--- src/design/gcps_pkg.sv ---
// ----------------------------------------------------------------------------
// gcps_pkg
// Shared types and constants for the controller port shifter.
// ----------------------------------------------------------------------------
package gcps_pkg;

   localparam int PAD_W   = 8;
   localparam int PORT_W  = 20;
   localparam int DATA_W  = 3;
   localparam int CSR_W   = 3;
   localparam int INDEX_W = 2;

   // request actions
   localparam logic [1:0] ACT_LATCH  = 2'd0;
   localparam logic [1:0] ACT_STROBE = 2'd1;
   localparam logic [1:0] ACT_READ0  = 2'd2;
   localparam logic [1:0] ACT_READ1  = 2'd3;

   // configuration register indexes
   localparam logic [INDEX_W-1:0] CSR_ARCADE_MODE = 2'd0;
   localparam logic [INDEX_W-1:0] CSR_SWAP_TYPE   = 2'd1;
   localparam logic [INDEX_W-1:0] CSR_FOUR_PLAYER = 2'd2;

   // arcade remap variants
   localparam logic [2:0] SWAP_NONE         = 3'd0;
   localparam logic [2:0] SWAP_CROSS        = 3'd1;
   localparam logic [2:0] SWAP_SHARE        = 3'd2;
   localparam logic [2:0] SWAP_SHARE_CROSS  = 3'd3;
   localparam logic [2:0] SWAP_START        = 3'd4;
   localparam logic [2:0] SWAP_START_CROSS  = 3'd5;
   localparam logic [2:0] SWAP_SELECT_START = 3'd6;
   localparam logic [2:0] SWAP_OFF          = 3'd7;

   localparam logic [PAD_W-1:0]  PAD_KEEP  = 8'hF3;
   localparam logic [PAD_W-1:0]  START_BIT = 8'h08;
   localparam logic [PORT_W-1:0] SIG_ZERO  = 20'h80000;
   localparam logic [PORT_W-1:0] SIG_ONE   = 20'h40000;

   typedef struct packed {
      logic       arcade_mode;
      logic [2:0] swap_type;
      logic       four_player;
   } cfg_type;

   typedef struct packed {
      logic [1:0]       action;
      logic [PAD_W-1:0] pad_one;
      logic [PAD_W-1:0] pad_two;
      logic [PAD_W-1:0] pad_three;
      logic [PAD_W-1:0] pad_four;
      logic             mic_pressed;
      logic             strobe_level;
   } op_type;

endpackage

--- src/design/game_controller_port_shifter.sv ---
// ----------------------------------------------------------------------------
// game_controller_port_shifter
// Controller port strobe and shift block: latch, strobe load, serial reads.
// ----------------------------------------------------------------------------
//  channel | ports                       | moves
//  --------+-----------------------------+--------------------------------
//  req     | req_valid / req_stall       | one request: action and payload
//  rsp     | rsp_valid / rsp_stall       | 3-bit read data, reads only
//  csr     | csr_write_en / index / data | mode register write
//
//  One request per cycle while req_stall is low. A request is executed against
//  the port state in the cycle it fires from the input register, and a read's
//  data lands in the result register at the next edge. Reset clears all state,
//  the snapshot and the mode registers, but not the result data. A stalled
//  result holds reads and all behind them; a latch or strobe ahead goes on.
// ----------------------------------------------------------------------------
module game_controller_port_shifter (
   input  logic                               clock,
   input  logic                               reset,
   input  logic                               req_valid,
   output logic                               req_stall,
   input  logic [1:0]                         req_action,
   input  logic [gcps_pkg::PAD_W-1:0]         req_pad_one,
   input  logic [gcps_pkg::PAD_W-1:0]         req_pad_two,
   input  logic [gcps_pkg::PAD_W-1:0]         req_pad_three,
   input  logic [gcps_pkg::PAD_W-1:0]         req_pad_four,
   input  logic                               req_mic_pressed,
   input  logic                               req_strobe_level,
   output logic                               rsp_valid,
   input  logic                               rsp_stall,
   output logic [gcps_pkg::DATA_W-1:0]        rsp_read_data,
   input  logic                               csr_write_en,
   input  logic [gcps_pkg::INDEX_W-1:0]       csr_index,
   input  logic [gcps_pkg::CSR_W-1:0]         csr_write_data
);

   gcps_pkg::cfg_type              cfg_ff, cfg_in;
   gcps_pkg::op_type               op_ff, op_in;
   logic                           op_valid_ff, op_valid_in;
   logic                           out_valid_ff, out_valid_in;
   logic [gcps_pkg::DATA_W-1:0]    out_data_ff, out_data_in;
   logic [gcps_pkg::DATA_W-1:0]    read_data;
   logic                           is_read, fire, take;

   always_comb begin
      cfg_in = cfg_ff;
      if (csr_write_en) begin
         priority if (csr_index == gcps_pkg::CSR_ARCADE_MODE) begin
            cfg_in.arcade_mode = csr_write_data[0];
         end else if (csr_index == gcps_pkg::CSR_SWAP_TYPE) begin
            cfg_in.swap_type = csr_write_data;
         end else if (csr_index == gcps_pkg::CSR_FOUR_PLAYER) begin
            cfg_in.four_player = csr_write_data[0];
         end else begin
            cfg_in = cfg_ff;
         end
      end
   end

   always_comb begin
      is_read   = op_ff.action[1];
      // reads need room in the result register
      fire      = op_valid_ff && (!is_read || !out_valid_ff || !rsp_stall);
      req_stall = op_valid_ff && !fire;
      take      = req_valid && !req_stall;

      op_in       = take ? gcps_pkg::op_type'{action:       req_action,
                                              pad_one:      req_pad_one,
                                              pad_two:      req_pad_two,
                                              pad_three:    req_pad_three,
                                              pad_four:     req_pad_four,
                                              mic_pressed:  req_mic_pressed,
                                              strobe_level: req_strobe_level}
                         : op_ff;
      op_valid_in = take || (op_valid_ff && !fire);

      priority if (fire && is_read) begin
         out_valid_in = 1'b1;
         out_data_in  = read_data;
      end else begin
         out_valid_in = out_valid_ff && rsp_stall;
         out_data_in  = out_data_ff;
      end
   end

   gcps_ports u_ports (
      .clock     (clock),
      .reset     (reset),
      .cfg       (cfg_ff),
      .fire      (fire),
      .op        (op_ff),
      .read_data (read_data)
   );

   always_ff @(posedge clock) begin
      if (reset) begin
         cfg_ff       <= '0;
         op_ff        <= '0;
         op_valid_ff  <= 1'b0;
         out_valid_ff <= 1'b0;
      end else begin
         cfg_ff       <= cfg_in;
         op_ff        <= op_in;
         op_valid_ff  <= op_valid_in;
         out_valid_ff <= out_valid_in;
      end
   end

   always_ff @(posedge clock) begin
      out_data_ff <= out_data_in;
   end

   assign rsp_valid     = out_valid_ff;
   assign rsp_read_data = out_data_ff;

endmodule

--- src/design/gcps_remap.sv ---
// ----------------------------------------------------------------------------
// gcps_remap
// Builds the two port load values from the latched pads and the mode.
// ----------------------------------------------------------------------------
module gcps_remap (
   input  gcps_pkg::cfg_type                  cfg,
   input  logic [gcps_pkg::PAD_W-1:0]         pad_a,
   input  logic [gcps_pkg::PAD_W-1:0]         pad_b,
   input  logic [gcps_pkg::PAD_W-1:0]         pad_c,
   input  logic [gcps_pkg::PAD_W-1:0]         pad_d,
   output logic [gcps_pkg::PORT_W-1:0]        load_zero,
   output logic [gcps_pkg::PORT_W-1:0]        load_one
);

   logic [gcps_pkg::PAD_W-1:0] m0, m1, s0, s1, s1_hi, sel0, sel1;
   logic [gcps_pkg::PAD_W-1:0] arc0, arc1;

   always_comb begin
      m0    = pad_a & gcps_pkg::PAD_KEEP;
      m1    = pad_b & gcps_pkg::PAD_KEEP;
      // start moves down into the select position
      s0    = {5'd0, pad_a[3], 2'd0};
      s1    = {5'd0, pad_b[3], 2'd0};
      s1_hi = {4'd0, pad_b[3], 3'd0};
      sel0  = {4'd0, pad_a[2], 3'd0};
      sel1  = {4'd0, pad_b[2], 3'd0};
      unique case (cfg.swap_type)
         gcps_pkg::SWAP_NONE: begin
            arc0 = m0 | s0;
            arc1 = m1 | s1;
         end
         gcps_pkg::SWAP_CROSS: begin
            arc0 = m1 | s0;
            arc1 = m0 | s1;
         end
         gcps_pkg::SWAP_SHARE: begin
            arc0 = m0 | s0 | s1_hi;
            arc1 = m1;
         end
         gcps_pkg::SWAP_SHARE_CROSS: begin
            arc0 = m1 | s0 | s1_hi;
            arc1 = m0;
         end
         gcps_pkg::SWAP_START: begin
            arc0 = m0 | s0 | gcps_pkg::START_BIT;
            arc1 = m1 | s1 | gcps_pkg::START_BIT;
         end
         gcps_pkg::SWAP_START_CROSS: begin
            arc0 = m1 | s0 | gcps_pkg::START_BIT;
            arc1 = m0 | s1 | gcps_pkg::START_BIT;
         end
         gcps_pkg::SWAP_SELECT_START: begin
            arc0 = m0 | s0 | sel0;
            arc1 = m1 | s1 | sel1;
         end
         gcps_pkg::SWAP_OFF: begin
            arc0 = '0;
            arc1 = '0;
         end
         default: begin
            arc0 = '0;
            arc1 = '0;
         end
      endcase

      priority if (cfg.arcade_mode) begin
         load_zero = {12'd0, arc0};
         load_one  = {12'd0, arc1};
      end else if (cfg.four_player) begin
         load_zero = {4'd0, pad_c, pad_a} | gcps_pkg::SIG_ZERO;
         load_one  = {4'd0, pad_d, pad_b} | gcps_pkg::SIG_ONE;
      end else begin
         load_zero = {12'd0, pad_a};
         load_one  = {12'd0, pad_b};
      end
   end

endmodule

--- src/design/gcps_ports.sv ---
// ----------------------------------------------------------------------------
// gcps_ports
// Latched snapshot, strobe tracking and the port shift registers.
// ----------------------------------------------------------------------------
module gcps_ports (
   input  logic                               clock,
   input  logic                               reset,
   input  gcps_pkg::cfg_type                  cfg,
   input  logic                               fire,
   input  gcps_pkg::op_type                   op,
   output logic [gcps_pkg::DATA_W-1:0]        read_data
);

   logic                          strobe_held_ff, strobe_held_in;
   logic [gcps_pkg::PORT_W-1:0]   port_zero_ff, port_zero_in;
   logic [gcps_pkg::PORT_W-1:0]   port_one_ff, port_one_in;
   logic [gcps_pkg::PAD_W-1:0]    extra_zero_ff, extra_zero_in;
   logic [gcps_pkg::PAD_W-1:0]    extra_one_ff, extra_one_in;
   logic [gcps_pkg::PAD_W-1:0]    pad_a_ff, pad_a_in, pad_b_ff, pad_b_in;
   logic [gcps_pkg::PAD_W-1:0]    pad_c_ff, pad_c_in, pad_d_ff, pad_d_in;
   logic                          mic_ff, mic_in;
   logic [gcps_pkg::PORT_W-1:0]   load_zero, load_one;

   gcps_remap u_remap (
      .cfg       (cfg),
      .pad_a     (pad_a_ff),
      .pad_b     (pad_b_ff),
      .pad_c     (pad_c_ff),
      .pad_d     (pad_d_ff),
      .load_zero (load_zero),
      .load_one  (load_one)
   );

   always_comb begin
      strobe_held_in = strobe_held_ff;
      port_zero_in   = port_zero_ff;
      port_one_in    = port_one_ff;
      extra_zero_in  = extra_zero_ff;
      extra_one_in   = extra_one_ff;
      pad_a_in       = pad_a_ff;
      pad_b_in       = pad_b_ff;
      pad_c_in       = pad_c_ff;
      pad_d_in       = pad_d_ff;
      mic_in         = mic_ff;
      read_data      = '0;
      unique case (op.action)
         gcps_pkg::ACT_LATCH: begin
            pad_a_in = op.pad_one;
            pad_b_in = op.pad_two;
            pad_c_in = op.pad_three;
            pad_d_in = op.pad_four;
            mic_in   = op.mic_pressed;
         end
         gcps_pkg::ACT_STROBE: begin
            // load only on a falling strobe after a high write
            priority if (op.strobe_level) begin
               strobe_held_in = 1'b1;
            end else if (strobe_held_ff) begin
               strobe_held_in = 1'b0;
               port_zero_in   = load_zero;
               port_one_in    = load_one;
               extra_zero_in  = pad_c_ff;
               extra_one_in   = pad_d_ff;
            end else begin
               // low write with no high before it: load nothing
               strobe_held_in = 1'b0;
            end
         end
         gcps_pkg::ACT_READ0: begin
            read_data     = {mic_ff & ~cfg.arcade_mode, extra_zero_ff[0], port_zero_ff[0]};
            port_zero_in  = port_zero_ff >> 1;
            extra_zero_in = extra_zero_ff >> 1;
         end
         gcps_pkg::ACT_READ1: begin
            read_data    = {1'b0, extra_one_ff[0], port_one_ff[0]};
            port_one_in  = port_one_ff >> 1;
            extra_one_in = extra_one_ff >> 1;
         end
         default: begin
            read_data = '0;
         end
      endcase
   end

   always_ff @(posedge clock) begin
      if (reset) begin
         strobe_held_ff <= 1'b0;
         port_zero_ff   <= '0;
         port_one_ff    <= '0;
         extra_zero_ff  <= '0;
         extra_one_ff   <= '0;
         pad_a_ff       <= '0;
         pad_b_ff       <= '0;
         pad_c_ff       <= '0;
         pad_d_ff       <= '0;
         mic_ff         <= 1'b0;
      end else if (fire) begin
         strobe_held_ff <= strobe_held_in;
         port_zero_ff   <= port_zero_in;
         port_one_ff    <= port_one_in;
         extra_zero_ff  <= extra_zero_in;
         extra_one_ff   <= extra_one_in;
         pad_a_ff       <= pad_a_in;
         pad_b_ff       <= pad_b_in;
         pad_c_ff       <= pad_c_in;
         pad_d_ff       <= pad_d_in;
         mic_ff         <= mic_in;
      end
   end

endmodule

--- config.mk ---
export PLATFORM = sky130hd
export DESIGN_NAME = game_controller_port_shifter
export DESIGN_NICKNAME = d
export VERILOG_FILES = /design/src/design/gcps_pkg.sv /design/src/design/game_controller_port_shifter.sv /design/src/design/gcps_remap.sv /design/src/design/gcps_ports.sv
export SDC_FILE = /design/constraint.sdc
export NUM_CORES = 1
export LEC_CHECK = 0
export CELL_PAD_IN_SITES_DETAIL_PLACEMENT = 2
export CELL_PAD_IN_SITES_GLOBAL_PLACEMENT = 2
export CORE_MARGIN = 2
export CORE_UTILIZATION = 39
export CTS_CLUSTER_SIZE = 14
export DETAILED_ROUTE_END_ITERATION = 10
export DONT_BUFFER_PORTS = 1
export GPL_ROUTABILITY_DRIVEN = 0
export PLACE_DENSITY_LB_ADDON = 0.1
export SLEW_MARGIN = 20
export SYNTH_ARGS = -nofsm -noshare
export SYNTH_HDL_FRONTEND = slang
export SYNTH_HIERARCHICAL = 1
export SYNTH_SLANG_ARGS = --single-unit
--- constraint.sdc ---
create_clock -name clock -period 2.08 [get_ports clock]
set_input_delay 0.104 -clock clock [delete_from_list [all_inputs] [get_ports clock]]
set_output_delay 0.104 -clock clock [all_outputs]
set_load 0.005 [all_outputs]
; Word-level counts from Yosys, hierarchy flattened
; Index checks and enable logic that the tools add are counted.
[word_totals]
regBits = 136
input_bits = 46
wordCells = 95
[op_classes]
eq_ne = 14
muxes = 21
bitwise = 12
reduce_logical = 25
[ops]
columns = operator, n
row1 = 8-bit case mux with 8 select lines, 2
row2 = 20-bit 2-to-1 mux, 6
row3 = 20-bit case mux with 2 select lines, 2
row4 = 19-bit 2-to-1 mux, 2
row5 = 8-bit 2-to-1 mux, 4
row6 = 8-bit by 3-bit bitwise OR with 8-bit output, 4
row7 = 8-bit by 4-bit bitwise OR with 8-bit output, 4
row8 = 8-bit case mux with 2 select lines, 2
row9 = "3-bit == test, second input constant", 4
row10 = 4-bit AND reduction, 3
row11 = "2-bit == test, second input constant", 3
row12 = "3-bit by 2-bit == test with 1-bit output, second input constant", 2
row13 = 3-bit case mux with 2 select lines, 1
row14 = 2-bit AND reduction, 3
row15 = 1-bit logical AND, 5
row16 = 1-bit logical NOT, 5
row17 = "2-bit by 1-bit == test with 1-bit output, second input constant", 2
row18 = 2-bit logical NOT, 2
row19 = 2-bit nonzero test, 2
row20 = "3-bit by 1-bit == test with 1-bit output, second input constant", 1
row21 = 3-bit logical NOT, 1
row22 = 1-bit logical OR, 3
row23 = 1-bit inverter, 3
row24 = 3-bit AND reduction, 1
row25 = other kinds (4), 5

; Longest topological paths before layout
[depth]
ltp_word = 9
ltp_mapped = 7
depth_no_buf = 5

; By module
; Netlist, hierarchy kept.
[by_module_without_submodules]
columns = module, instances, cells_each, area_per_inst_um2
row1 = gcps_ports, 1, 473, 3739.8
row2 = game_controller_port_shifter, 1, 189, 2015.7
row3 = gcps_remap, 1, 59, 451.7

; Worst setup path before layout
; Ideal clock, no wire load.
[synth_path]
path_type = reg-to-reg
startpoint = reg out_valid_ff (netlist: rsp_valid)
endpoint = reg u_ports/pad_b_ff[0] (netlist bit)
arrival_time_ps = 1586
setup_slack_ps = 362
stages_incl_launch_ff = 7
path_buffers = 2
cell_sequence = dfxtp_1 -> a31oi_1 -> or3b_2 -> clkbuf_1 -> clkbuf_1 -> nand2_1 -> a21oi_1
[synth_via]
elab_chain_len = 5
[synth_lines]
columns = item, line
row1 = from (decl), game_controller_port_shifter.sv:40  ; logic out_valid_ff, out_valid_in;
row2 = from (signal assigned), game_controller_port_shifter.sv:105  ; out_valid_ff <= out_valid_in;
row3 = 1-bit logical NOT, game_controller_port_shifter.sv:63  ; fire = op_valid_ff && (!is_read || !out_valid_ff || !rsp_stall);
row4 = 1-bit logical OR (2 in a row), game_controller_port_shifter.sv:63
row5 = 1-bit logical AND, game_controller_port_shifter.sv:63
row6 = net fire, game_controller_port_shifter.sv:43  ; logic is_read, fire, take;
row7 = 2-bit AND reduction (no source line), n/a
row8 = to (signal assigned), gcps_ports.sv:104  ; pad_b_ff <= pad_b_in;
row9 = to (decl), gcps_ports.sv:19  ; logic [gcps_pkg::PAD_W-1:0] pad_a_ff, pad_a_in, pad_b_ff, pad_b_in;
; The timed path passes the listed nets, and every way through them passes these cells.
; A chain may end at the register's enable or synchronous reset.

; Worst setup path after layout
[layout_path]
startpoint = reg cfg_ff[1] (netlist bit)
endpoint = reg u_ports/port_one_ff[5] (netlist bit)
[layout_via]
elab_chain_len = 6
elab_cells_between_ends = 13
[layout_lines]
columns = item, line
row1 = from (decl), game_controller_port_shifter.sv:37  ; gcps_pkg::cfg_type cfg_ff, cfg_in;
row2 = from (signal assigned), game_controller_port_shifter.sv:102  ; cfg_ff <= cfg_in;
row3 = 3-bit == test (tied with other cells), gcps_remap.sv:27  ; unique case (cfg.swap_type)
row4 = 8-bit case mux with 8 select lines (*), gcps_remap.sv:27
row5 = 19-bit 2-to-1 mux (*), gcps_remap.sv:66  ; priority if (cfg.arcade_mode) begin
row6 = "net u_ports.load_one, one bit", gcps_ports.sv:22  ; logic [gcps_pkg::PORT_W-1:0] load_zero, load_one;
row7 = 20-bit 2-to-1 mux (*), gcps_ports.sv:58  ; end else if (strobe_held_ff) begin
row8 = 20-bit 2-to-1 mux (*), gcps_ports.sv:56  ; priority if (op.strobe_level) begin
row9 = 20-bit case mux with 2 select lines (*), gcps_ports.sv:46  ; unique case (op.action)
row10 = to (signal assigned), gcps_ports.sv:100  ; port_one_ff <= port_one_in;
row11 = to (decl), gcps_ports.sv:16  ; logic [gcps_pkg::PORT_W-1:0] port_one_ff, port_one_in;
; The timed path passes the listed nets; every way through them passes the cells marked *. The select of a mux whose other input is x is not followed.

==> metrics.cfg <==
[critical_path]
worst_r2r_endpoint = u_ports/port_one_ff[5]$_SDFFE_PP0P_
r2r_setup_slack_ns = 0.08
crit_fanout = 13
cp_slowest_cell = dfxtp_1
cp-end-kind = register
cp.arrival_ns = 2.27
startpoint_type = register
crit_family = compound AO/OA/AOI/OAI gates
setup.worst_path.class = register to register
cp_cell_sequence = nand2_4 > a21oi_4 > a22o_2 > nand2_1 > a311oi_1
r2r-start = cfg_ff[1]$_SDFFE_PP0P_
max_stage_delay_ns = 0.55
r2r_cells = 5
path_buf_inv = 0
worstPathRequired_ns = 2.35

[global_route]
antenna_found_initial = 0
track_usage = 0.3086
grt_pass1_vias = 6327
grt_max_degree = 92
use_met2 = 0.4977
met3_usage = 0.06601
grt_pass1_wl_um = 39070
grt_use_met1 = 0.4135
busiest_layer = met2
grt_overflow_total = 0

[die]
die_w_um = 130.2
initial_core_util = 0.3950
rows = 46
pin_count = 51
die_area_um2 = 16940
dieHeight_um = 130.2
design.core.area_um2 = 15710

[clocking]
cts-buffers-inserted = 17
cts_buffer_depth = 2
postCtsSetupRepairBufs = 0
cts.sink_count = 136
clock_latency_ns = 0.43
ctsRootBufferMaster = clkbuf_16
cts_max_level = 4
cts.clk_slew.worst_paths_ns = 0.06
cts_tree = done

[synthesis]
ys_warn_count = 6
muxShareOfSynthArea = 0.07116
synth_area_um2 = 6207
synth-simple-area-share = 0.2546
synth_cells = 721
ys_ff_latch = 136
synth_top_area_frac = 0.4289
ys.flop_type = dfxtp_1
synthTopCellsByArea = dfxtp_1 43%, nand2b_1 7.7%, nand2_1 7.4%
synth_compound_area_frac = 0.1617
yosys.area.top_type = dfxtp_1
synth_top_family_by_area = simple AND/OR/NAND/NOR gates
syn_avg_cell_area_um2 = 8.609
synth_fa_ha_area_frac = 0
synth_cell_types = 40
postSynth.asyncResetShare = 0
ys_seq_area_frac = 0.4435
synthXorXnorAreaFrac = 0
synth_edf_count = 3

[timing]
fmax_mhz = 500.7
slew_headroom = 0.5675
setup_viol = 0
slew_viol_final = 0
rsz0062_at_grt = false
fin_tns_setup_ns = 0
post-route-period-util = 0.9603
tightestPinTransition_ns = 0.6487
fin_skew_ns = 0.01357
holdWs_ns = 0.07325
post-route-min-period_ns = 1.997
hold_violations = 0

[power]
vdd_drop_max_v = 0.0004203
p_clk_frac = 0.483
seqPwrFrac = 0.423
p_total_mw = 6.592
p_sw_frac = 0.2588
p_switching_mw = 1.706
cellLeakagePower_nw = 2.889
power_frac_comb = 0.094
internal_power_mw = 4.886
powerDensity_nw_per_um2 = 818.7

[final_layout]
top_register = op_ff
reg.largest.list = op_ff x35, u_ports/port_one_ff x20, u_ports/port_zero_ff x20
fin_nets = 849
syn2layout_area_growth_pct = 29.71
antenna_cells = 0
largest_register_ffs = 35
fill_cells = 1612
layout-drive-gt1-share = 0.09069

[worst_hold_path]
min_delay_path_depth = 1
min-delay-start = rsp_stall
worstHoldEndpoint = rsp_read_data[2]$_DFFE_PP_
min_path_type = input pin to register

[route]
wire_per_inst_um = 24.56
dr.pass1.iters = 5
dr.first_iter.drc_count = 434
num_vias = 5740
drt.antenna.violating_nets = 0
drc_errors = 0
routed_via_density = 5.562
wirelength_um = 25340

[flow_run]
drv_cap = 0

[outcome]
status = completed

[placed_design]
hpwl_um = 10810
port_buffers = 0

[Yosys cell counts (all sizes together) (16+ instances only)]
cell and count:
a311oi 52, nand2 123, nand3 30, o21ai 28, and2 16, dfxtp 133, buf 27, mux2i 43
a21oi 41, nor2 62, clkbuf 43, nand2b 76
[worst register-to-register path, cell delays in order (launching register included)]
cell and delay, ns:
dfxtp_1 0.55, nand2_4 0.19, a21oi_4 0.34, a22o_2 0.23, nand2_1 0.07, a311oi_1 0.46
[how the worst max path moves through the flow]
| stage | from | end | cells after the start |
|---|---|---|---|
| after floorplan | rsp_valid$_SDFF_PP0_ | u_ports/pad_b_ff[0]$_SDFFE_PP0P_ | 6 |
| after global placement | is_read$_SDFFE_PP0P_ | u_ports/pad_c_ff[0]$_SDFFE_PP0P_ | 4 |
| after detailed placement | is_read$_SDFFE_PP0P_ | u_ports/extra_zero_ff[4]$_SDFFE_PP0P_ | 6 |
| after CTS | is_read$_SDFFE_PP0P_ | op_ff[13]$_SDFFE_PP0P_ | 5 |
| after global routing | cfg_ff[1]$_SDFFE_PP0P_ | u_ports/port_one_ff[5]$_SDFFE_PP0P_ | 5 |
| final | cfg_ff[1]$_SDFFE_PP0P_ | u_ports/port_one_ff[5]$_SDFFE_PP0P_ | 5 |
[logic make-up after synthesis]
kind of cell | after synthesis
other | 1
buffers and inverters | 74
AOI/OAI and AO/OA | 141
DFF | 136
and+or+nand+nor | 325
muxes | 44
[metal layers]
layer	vias up	wire length [µm]
met2	147	12160
met4	0	628
met3	43	898
li1	2630	-
met1	2920	11660
met5	-	0
[power by group through the flow]
stage | sequential, mW | clock (mW) | combinational (mW)
after global placement | 2.82 | 0 | 0.342
after floorplan | 2.80 | 0 | 0.341
after global routing | 2.79 | 3.33 | 0.666
after detailed placement | 2.83 | 0 | 0.359
after CTS | 2.77 | 3.14 | 0.561
final | 2.79 | 3.18 | 0.623
[timing repair]
item,4_1_cts,5_1_grt
hold buffers,113,0
hold endpoints to repair,133,0
gates resized for setup,0,3
setup endpoints to repair,0,46
[area by class of cell]
cell class / count / area [µm²] / area share
Clock buffer: 19 / 464.2 / 0.05765
Clock inverter: 13 / 143.9 / 0.01787
Inverter: 4 / 15.01 / 0.001865
Multi-Input combinational cell: 516 / 3062 / 0.3803
Sequential cell: 136 / 2755 / 0.3422
Tap cell: 216 / 270.3 / 0.03357
Timing Repair Buffer: 128 / 1341 / 0.1666
[layout by cell type (no fill, tap or decap), drive strengths merged, types with 2 or more instances in the layout]
master and instances:
dfxtp 133, nand2 123, dlygate4sd3 112, nand2b 76
nor2 62, a311oi 52, mux2i 43, a21oi 41
nand3 30, o21ai 28, clkbuf 20, and2 16
buf 15, a22o 12, conb 6, inv 6
clkinv 5, nor2b 5, clkinvlp 4, nand3b 3
edfxtp 3, nor3b 3, bufinv 2, nand4 2
a31oi 2, a21boi 2
[through the flow]
step                      worst slack (ns)  cells  utilization  instance area (µm²)
after global routing               0.04820   1032       0.5124                 8051
final                              0.08265   1032       0.5124                 8051
after global placement              0.3958    886       0.3987                 6265
after floorplan                     0.3622    726            -                 6226
after CTS                           0.1034   1031       0.5105                 8021
after detailed placement            0.3206    886       0.3987                 6265
No activity file was read; power rests on OpenSTA's default activity.
